[src/lfnr_pkg.sv]
// Package for the linked-list FIFO with node recycling.
// Holds the state encoding, status codes and result field widths.
// No dependencies.
`default_nettype none

package lfnr_pkg;

    typedef enum logic [1:0] {
        ST_IDLE,
        ST_LINK,
        ST_VALUE,
        ST_DONE
    } state_t;

    typedef enum logic [1:0] {
        STATUS_ENQUEUED  = 2'd0,
        STATUS_DEQUEUED  = 2'd1,
        STATUS_EMPTY     = 2'd2,
        STATUS_EXHAUSTED = 2'd3
    } status_t;

    localparam logic MODE_ENQUEUE = 1'b0;
    localparam logic MODE_DEQUEUE = 1'b1;

    localparam int VALUE_FIELD_BITS = 32;
    localparam int COUNT_FIELD_BITS = 7;
    localparam int STAT_FIELD_BITS  = 32;
    localparam int RESULT_BITS      = 152;

endpackage

`default_nettype wire

[src/linked_fifo_with_node_recycling_core.sv]
// Top level of the linked-list FIFO with node recycling.
// Keeps links and values in two single-port synchronous memories.
// Depends on lfnr_pkg.
//
//  channel | direction | tdata                         | tuser
//  s_*     | in        | value_in                      | mode
//  m_*     | out       | value_out, counts, statistics | status
//
// A fresh-slot enqueue, an empty dequeue or a refused enqueue goes straight
// to ST_DONE; an enqueue from the free list passes through ST_LINK, a dequeue
// through ST_LINK and ST_VALUE for the dependent link and value memory reads.
// A finished word waits in the output register while the next word is
// taken. Reset leaves both lists empty and needs no clearing pass.
`default_nettype none

module linked_fifo_with_node_recycling_core #(
    parameter int NODE_SLOTS = 64,
    parameter int VALUE_BITS = 32
) (
    input  wire logic         clk,
    input  wire logic         rst_n,
    input  wire logic         s_tvalid,
    output logic              s_tready,
    input  wire logic [31:0]  s_tdata,   // value_in
    input  wire logic [0:0]   s_tuser,   // mode
    output logic              m_tvalid,
    input  wire logic         m_tready,
    // value_out, free_length, free_peak, nodes_made, nodes_reused,
    // free_pushes, free_pops, zero fill
    output logic [151:0]      m_tdata,
    output logic [1:0]        m_tuser    // status
);

    localparam int PTR_W      = $clog2(NODE_SLOTS);
    localparam int CNT_W      = $clog2(NODE_SLOTS + 1);
    localparam int STORE_BITS = (VALUE_BITS < 32) ? VALUE_BITS : 32;
    localparam int CW         = lfnr_pkg::COUNT_FIELD_BITS;
    localparam int VW         = lfnr_pkg::VALUE_FIELD_BITS;

    logic [PTR_W-1:0]      link_mem [NODE_SLOTS];
    logic [STORE_BITS-1:0] value_mem [NODE_SLOTS];

    lfnr_pkg::state_t  state_reg, state_next;
    lfnr_pkg::status_t status_reg, status_next;

    logic                  mode_reg, mode_next;
    logic [STORE_BITS-1:0] val_reg, val_next;
    logic [STORE_BITS-1:0] vout_reg, vout_next;
    logic [PTR_W-1:0]      qhead_reg, qhead_next;
    logic [PTR_W-1:0]      qtail_reg, qtail_next;
    logic [PTR_W-1:0]      fhead_reg, fhead_next;
    logic [PTR_W-1:0]      ftail_reg, ftail_next;
    logic [CNT_W-1:0]      fcount_reg, fcount_next;
    logic [CNT_W-1:0]      fmax_reg, fmax_next;
    logic [CNT_W-1:0]      made_reg, made_next;
    logic [31:0]           reuse_reg, reuse_next;
    logic [31:0]           push_reg, push_next;
    logic [31:0]           pop_reg, pop_next;

    logic                  m_tvalid_reg, m_tvalid_next;
    logic [151:0]          m_tdata_reg, m_tdata_next;
    logic [1:0]            m_tuser_reg, m_tuser_next;

    logic                  link_en, link_we;
    logic [PTR_W-1:0]      link_addr, link_wdata;
    logic [PTR_W-1:0]      link_rdata_reg;
    logic                  value_en, value_we;
    logic [PTR_W-1:0]      value_addr;
    logic [STORE_BITS-1:0] value_wdata;
    logic [STORE_BITS-1:0] value_rdata_reg;

    logic [CNT_W+CW-1:0]   fcount_wide, fmax_wide, made_wide;
    logic [STORE_BITS+VW-1:0] vout_wide;
    logic [CNT_W-1:0]      fcount_inc;
    logic                  out_free;

    always_ff @(posedge clk)
    begin
        if (link_en)
        begin
            if (link_we)
            begin
                link_mem[link_addr] <= link_wdata;
            end
            link_rdata_reg <= link_mem[link_addr];
        end
    end

    always_ff @(posedge clk)
    begin
        if (value_en)
        begin
            if (value_we)
            begin
                value_mem[value_addr] <= value_wdata;
            end
            value_rdata_reg <= value_mem[value_addr];
        end
    end

    always_ff @(posedge clk or negedge rst_n)
    begin
        if (!rst_n)
        begin
            state_reg    <= lfnr_pkg::ST_IDLE;
            qhead_reg    <= '0;
            qtail_reg    <= '0;
            fhead_reg    <= PTR_W'(1);
            ftail_reg    <= PTR_W'(1);
            fcount_reg   <= '0;
            fmax_reg     <= '0;
            made_reg     <= CNT_W'(2);
            reuse_reg    <= '0;
            push_reg     <= '0;
            pop_reg      <= '0;
            m_tvalid_reg <= 1'b0;
        end
        else
        begin
            state_reg    <= state_next;
            qhead_reg    <= qhead_next;
            qtail_reg    <= qtail_next;
            fhead_reg    <= fhead_next;
            ftail_reg    <= ftail_next;
            fcount_reg   <= fcount_next;
            fmax_reg     <= fmax_next;
            made_reg     <= made_next;
            reuse_reg    <= reuse_next;
            push_reg     <= push_next;
            pop_reg      <= pop_next;
            m_tvalid_reg <= m_tvalid_next;
        end
    end

    always_ff @(posedge clk)
    begin
        status_reg  <= status_next;
        mode_reg    <= mode_next;
        val_reg     <= val_next;
        vout_reg    <= vout_next;
        m_tdata_reg <= m_tdata_next;
        m_tuser_reg <= m_tuser_next;
    end

    assign fcount_wide = {{CW{1'b0}}, fcount_reg};
    assign fmax_wide   = {{CW{1'b0}}, fmax_reg};
    assign made_wide   = {{CW{1'b0}}, made_reg};
    assign vout_wide   = {{VW{1'b0}}, vout_reg};
    assign fcount_inc  = fcount_reg + CNT_W'(1);
    assign out_free    = !m_tvalid_reg || m_tready;

    always_comb
    begin
        state_next    = state_reg;
        status_next   = status_reg;
        mode_next     = mode_reg;
        val_next      = val_reg;
        vout_next     = vout_reg;
        qhead_next    = qhead_reg;
        qtail_next    = qtail_reg;
        fhead_next    = fhead_reg;
        ftail_next    = ftail_reg;
        fcount_next   = fcount_reg;
        fmax_next     = fmax_reg;
        made_next     = made_reg;
        reuse_next    = reuse_reg;
        push_next     = push_reg;
        pop_next      = pop_reg;
        m_tvalid_next = m_tvalid_reg && !m_tready;
        m_tdata_next  = m_tdata_reg;
        m_tuser_next  = m_tuser_reg;
        link_en       = 1'b0;
        link_we       = 1'b0;
        link_addr     = qtail_reg;
        link_wdata    = made_reg[PTR_W-1:0];
        value_en      = 1'b0;
        value_we      = 1'b0;
        value_addr    = made_reg[PTR_W-1:0];
        value_wdata   = s_tdata[STORE_BITS-1:0];
        s_tready      = 1'b0;

        unique case (state_reg)
            lfnr_pkg::ST_IDLE:
            begin
                s_tready  = 1'b1;
                mode_next = s_tuser[0];
                val_next  = s_tdata[STORE_BITS-1:0];
                vout_next = '0;
                if (s_tvalid)
                begin
                    if (s_tuser[0] == lfnr_pkg::MODE_ENQUEUE)
                    begin
                        pop_next = pop_reg + 32'd1;
                        if (fcount_reg != '0)
                        begin
                            link_en    = 1'b1;
                            link_addr  = fhead_reg;
                            state_next = lfnr_pkg::ST_LINK;
                        end
                        else if (made_reg < CNT_W'(NODE_SLOTS))
                        begin
                            value_en    = 1'b1;
                            value_we    = 1'b1;
                            link_en     = 1'b1;
                            link_we     = 1'b1;
                            made_next   = made_reg + CNT_W'(1);
                            qtail_next  = made_reg[PTR_W-1:0];
                            status_next = lfnr_pkg::STATUS_ENQUEUED;
                            state_next  = lfnr_pkg::ST_DONE;
                        end
                        else
                        begin
                            status_next = lfnr_pkg::STATUS_EXHAUSTED;
                            state_next  = lfnr_pkg::ST_DONE;
                        end
                    end
                    else if (qhead_reg == qtail_reg)
                    begin
                        status_next = lfnr_pkg::STATUS_EMPTY;
                        state_next  = lfnr_pkg::ST_DONE;
                    end
                    else
                    begin
                        link_en    = 1'b1;
                        link_addr  = qhead_reg;
                        state_next = lfnr_pkg::ST_LINK;
                    end
                end
            end

            lfnr_pkg::ST_LINK:
            begin
                if (mode_reg == lfnr_pkg::MODE_ENQUEUE)
                begin
                    value_en    = 1'b1;
                    value_we    = 1'b1;
                    value_addr  = fhead_reg;
                    value_wdata = val_reg;
                    link_en     = 1'b1;
                    link_we     = 1'b1;
                    link_addr   = qtail_reg;
                    link_wdata  = fhead_reg;
                    qtail_next  = fhead_reg;
                    fhead_next  = link_rdata_reg;
                    fcount_next = fcount_reg - CNT_W'(1);
                    reuse_next  = reuse_reg + 32'd1;
                    status_next = lfnr_pkg::STATUS_ENQUEUED;
                    state_next  = lfnr_pkg::ST_DONE;
                end
                else
                begin
                    link_en     = 1'b1;
                    link_we     = 1'b1;
                    link_addr   = ftail_reg;
                    link_wdata  = qhead_reg;
                    ftail_next  = qhead_reg;
                    qhead_next  = link_rdata_reg;
                    push_next   = push_reg + 32'd1;
                    fcount_next = fcount_inc;
                    if (fcount_inc > fmax_reg)
                    begin
                        fmax_next = fcount_inc;
                    end
                    value_en    = 1'b1;
                    value_addr  = link_rdata_reg;
                    state_next  = lfnr_pkg::ST_VALUE;
                end
            end

            lfnr_pkg::ST_VALUE:
            begin
                vout_next   = value_rdata_reg;
                status_next = lfnr_pkg::STATUS_DEQUEUED;
                state_next  = lfnr_pkg::ST_DONE;
            end

            lfnr_pkg::ST_DONE:
            begin
                if (out_free)
                begin
                    m_tvalid_next = 1'b1;
                    m_tuser_next  = status_reg;
                    m_tdata_next  = {3'b000, pop_reg, push_reg, reuse_reg,
                                     made_wide[CW-1:0], fmax_wide[CW-1:0],
                                     fcount_wide[CW-1:0], vout_wide[VW-1:0]};
                    state_next    = lfnr_pkg::ST_IDLE;
                end
            end

            default:
            begin
                state_next = lfnr_pkg::ST_IDLE;
            end
        endcase
    end

    assign m_tvalid = m_tvalid_reg;
    assign m_tdata  = m_tdata_reg;
    assign m_tuser  = m_tuser_reg;

`ifndef ASSERT_OFF
    a_free_within_made: assert property (@(posedge clk) disable iff (!rst_n)
        ({1'b0, fcount_reg} + (CNT_W + 1)'(2)) <= {1'b0, made_reg})
        else $error("free list longer than the slots taken allow");

    a_peak_covers_length: assert property (@(posedge clk) disable iff (!rst_n)
        fmax_reg >= fcount_reg)
        else $error("free list peak below its current length");

    a_dequeue_not_empty: assert property (@(posedge clk) disable iff (!rst_n)
        (state_reg == lfnr_pkg::ST_LINK && mode_reg == lfnr_pkg::MODE_DEQUEUE)
        |-> (qhead_reg != qtail_reg))
        else $error("dequeue link read on an empty queue");

    a_enqueue_reuse_has_free: assert property (@(posedge clk) disable iff (!rst_n)
        (state_reg == lfnr_pkg::ST_LINK && mode_reg == lfnr_pkg::MODE_ENQUEUE)
        |-> (fcount_reg != '0))
        else $error("free list reuse with no free node");
`endif

endmodule

`default_nettype wire

[config.mk]
export PLATFORM = sky130hd
export DESIGN_NAME = linked_fifo_with_node_recycling_core
export DESIGN_NICKNAME = d
export VERILOG_FILES = /design/src/lfnr_pkg.sv /design/src/linked_fifo_with_node_recycling_core.sv
export SDC_FILE = /design/constraint.sdc
export NUM_CORES = 2
export LEC_CHECK = 0
export BUFFER_PORTS_ARGS = -buffer_cell sky130_fd_sc_hd__buf_2
export CAP_MARGIN = 20
export CORE_MARGIN = 2
export CORE_UTILIZATION = 55
export CTS_BUF_LIST = sky130_fd_sc_hd__clkbuf_8 sky130_fd_sc_hd__clkbuf_16
export CTS_CLUSTER_DIAMETER = 60
export CTS_CLUSTER_SIZE = 28
export DETAILED_ROUTE_END_ITERATION = 8
export PLACE_DENSITY_LB_ADDON = 0.05
export RECOVER_POWER = 100
export SLEW_MARGIN = 15
export SYNTH_ARGS = -nofsm -noshare
export SYNTH_HDL_FRONTEND = slang
export SYNTH_SLANG_ARGS = --single-unit
[constraint.sdc]
create_clock -name clk -period 10.5 [get_ports clk]
set_clock_uncertainty 0.05 [all_clocks]
set_input_delay 1.575 -clock clk [delete_from_list [all_inputs] [get_ports clk]]
set_output_delay 1.575 -clock clk [all_outputs]
set_load 0.01 [all_outputs]
==> impl_metrics.env <==
export IMPL_status="complete, but fails checks"
export IMPL_violations="max-capacitance violations, max-slew violations"
export IMPL_design_core_area_sq_um=190000
export IMPL_clk_pin_slew_worst_paths_ps=90
export IMPL_initial_utilization=0.551
export IMPL_die_area_sq_um=194000
export IMPL_syn_instance_count=5985
export IMPL_root_buffer="clkbuf_16"
export IMPL_dieHeight_um=440
export IMPL_finalSetupTns_ps=0
export IMPL_worst_pin_slew_ps=4400
export IMPL_fillerInstances=13800
export IMPL_largest_reg_flops=2048
export IMPL_ys_seq_elements=2832
export IMPL_criticalPathCategory="reg2reg"
export IMPL_cts_max_level=4
export IMPL_max_cap_violations=75
export IMPL_grt_pass1_wl_um=410000
export IMPL_setup_viol_count_final=0
export IMPL_grt_usage=0.294
export IMPL_rsz0062_at_grt="no"
export IMPL_cp_required_ps=11010
export IMPL_port_buffers=189
export IMPL_die_width_um=440
export IMPL_rows=160
export IMPL_drt_vias_per_instance=6.59
export IMPL_ant_nets=0
export IMPL_avgSynthCellArea_sq_um=17.5
export IMPL_grt_overflow=0
export IMPL_synthArstFlopShare=0.0508
export IMPL_ir_drop_uv=355
export IMPL_ios=193
export IMPL_whs_path_depth=0
export IMPL_via_count=58300
export IMPL_cts_buffers=170
export IMPL_whs_endpoint="m_tuser[1]"
export IMPL_drc=0
export IMPL_synth_edf_count=2688
export IMPL_drive_gt1_frac=0.0858
export IMPL_cts_hold_buf=0
export IMPL_period_minus_slack_ps=7970
export IMPL_hold_viol_final=0
export IMPL_post_cts_buffers=0
export IMPL_power_density_nw_per_um2=281
export IMPL_instances_no_fill=8854
export IMPL_p_leak_nw=36.1
export IMPL_yosys_warnings=0
export IMPL_fmax_mhz=125
export IMPL_wire_per_inst_um=32.4
export IMPL_worstHoldStart="status_reg[1]"
export IMPL_cp_arrival_ps=8480
export IMPL_netlist_cell_type_count=61
export IMPL_drt_iter0_drc=7997
export IMPL_cp_max_fo=39
export IMPL_ys_seq_area_frac=0.807
export IMPL_dr_pass1_iters=6
export IMPL_r2r_end="value_mem[36][1]"
export IMPL_clkLatencyLatePin_ps=860
export IMPL_grt_pass1_vias=55100
export IMPL_critPathCaptureType="flop"
export IMPL_period_share=0.759
export IMPL_maxSlewViolCount=2477
export IMPL_synthFlopType="edfxtp_1"
export IMPL_dp_final_hpwl_um=163000
export IMPL_drt_total_wl_um=287000
export IMPL_r2r_start="state_reg[1]"
export IMPL_place_inst=8510
export IMPL_r2r_cells=11
export IMPL_slew_headroom=-1.93
export IMPL_grt_max_degree=104
export IMPL_area_growth_pct=10.2
export IMPL_hold_path_class="reg2reg"
export IMPL_clk_path_buf_depth=3
export IMPL_ctsResizeCount=0
export IMPL_antenna_found_initial=22
export IMPL_regToRegSetupSlack_ps=2530
export IMPL_cts_tree="done"
export IMPL_nets=6232
export IMPL_fin_util=0.607
export IMPL_syn_area_sq_um=105000
export IMPL_finalWeightedCongestion=0.848
export IMPL_clock_sinks=2832
export IMPL_startpoint_type="flop"
cells in the final DEF, fill, tap and decap left out, types with 93 or more instances in the layout:
cell	count
a22oi_1	600
nor2_1	104
dfrtp_1	141
clkbuf_1	254
nand3_1	94
nor3_1	215
a22o_1	215
nand4_1	110
edfxtp_1	2688
a31oi_1	182
clkbuf_16	178
nand2_1	333
buf_4	93
a221oi_1	216
mux2i_1	164
cells by family (layout without fill, tap and decap cells):
group / Yosys count / after routing / synth area share
AO/OA/AOI/OAI: 1380 / 1380 / 0.101
XOR/XNOR: 114 / 114 / 0.00955
adder cells (fa/ha/maj): 17 / 17 / 0.00203
buffers and inverters: 381 / 721 / 0.0149
flip-flops: 2832 / 2832 / 0.807
multiplexers: 177 / 177 / 0.0171
other: 1 / 19 / 0.0000359
AND/OR/NAND/NOR: 1083 / 1083 / 0.0493
critical path, stage by stage (launching register included):
cell,delay (ps)
dfrtp_1,430
inv_1,100
ha_1,1360
inv_1,670
a21oi_1,540
a21oi_2,100
clkbuf_1,540
nor2_1,400
clkbuf_1,690
nand2_2,800
nor2_1,1690
buf_16,250
per-layer routing:
metal | global-route usage | part of all wire | vias up
met5 | 0 | 0.00024 | -
met4 | 0.0711 | 0.023 | 10
met3 | 0.0522 | 0.091 | 366
met2 | 0.454 | 0.46 | 2892
met1 | 0.441 | 0.42 | 30200
li1 | - | - | 24800
worst max path at each step:
stage	start	end	cells after the start
2_1_floorplan	m_tready	m_tdata[0]	2
3_3_place_gp	s_tvalid	link_rdata_reg[4]	10
3_5_place_dp	s_tvalid	link_rdata_reg[3]	10
4_1_cts	state_reg[1]	value_rdata_reg[31]	12
5_1_grt	state_reg[1]	value_mem[35][3]	11
6_report	state_reg[1]	value_mem[36][1]	11
Yosys cell counts, types with 4 or more instances:
| cell | n | share of area |
|---|---|---|
| o31ai_1 | 8 | 0.00057 |
| mux2i_1 | 164 | 0.016 |
| or3_1 | 8 | 0.00048 |
| nor4_1 | 52 | 0.0031 |
| buf_2 | 21 | 0.0010 |
| nand2_1 | 360 | 0.013 |
| and4_1 | 5 | 0.00042 |
| clkbuf_1 | 229 | 0.0082 |
| nor2b_1 | 5 | 0.00030 |
| nor3_1 | 216 | 0.010 |
| xor2_1 | 35 | 0.0029 |
| nand3_1 | 95 | 0.0045 |
| edfxtp_1 | 2688 | 0.77 |
| nand4_1 | 110 | 0.0066 |
| and2_1 | 39 | 0.0023 |
| a2111oi_0 | 24 | 0.0020 |
| mux2_2 | 13 | 0.0014 |
| a22o_1 | 215 | 0.018 |
| buf_6 | 7 | 0.00075 |
| o21ai_0 | 15 | 0.00072 |
| o22ai_1 | 4 | 0.00024 |
| a22oi_1 | 600 | 0.043 |
| a211oi_1 | 8 | 0.00057 |
| nor2_1 | 146 | 0.0052 |
| o221ai_1 | 5 | 0.00042 |
| dfrtp_1 | 141 | 0.034 |
| a21oi_1 | 71 | 0.0034 |
| and3_1 | 20 | 0.0012 |
| a221oi_1 | 216 | 0.018 |
| buf_1 | 94 | 0.0034 |
| nand2b_1 | 11 | 0.00066 |
| xnor2_1 | 79 | 0.0066 |
| a21o_1 | 4 | 0.00029 |
| inv_1 | 17 | 0.00061 |
| or4_1 | 8 | 0.00057 |
| a31oi_1 | 185 | 0.011 |
| o21a_1 | 4 | 0.00029 |
| buf_4 | 12 | 0.00086 |
| ha_1 | 17 | 0.0020 |
layout make-up:
type	instances	area [sq um]	share of cell area
clock buffers	178	4450	0.0387
flip-flops and latches	2832	84300	0.732
diodes	16	40.0	0.000348
multi-input cells	2774	19200	0.167
well taps	2511	3140	0.0273
clock inverters	143	1730	0.0151
inverters	18	67.6	0.000587
repair buffers	382	2190	0.0191
where the power goes:
| group | switching (W) | internal (W) |
|---|---|---|
| registers | 0.000452 | 0.0143 |
| logic | 0.00730 | 0.00266 |
| clock network | 0.00411 | 0.00353 |
through the flow:
| step | power [W] | hold slack (ps) | area, sq um | setup WS, ps |
|---|---|---|---|---|
| after floorplan | 0.0206 | 350 | 105000 | 4750 |
| after global placement | 0.0247 | 353 | 109000 | 4480 |
| after global routing | 0.0335 | 378 | 115000 | 2180 |
| final | 0.0323 | 372 | 115000 | 2530 |
| after detailed placement | 0.0249 | 355 | 110000 | 4410 |
| after CTS | 0.0324 | 375 | 116000 | 4600 |
(Power assumes the default switching activity.)
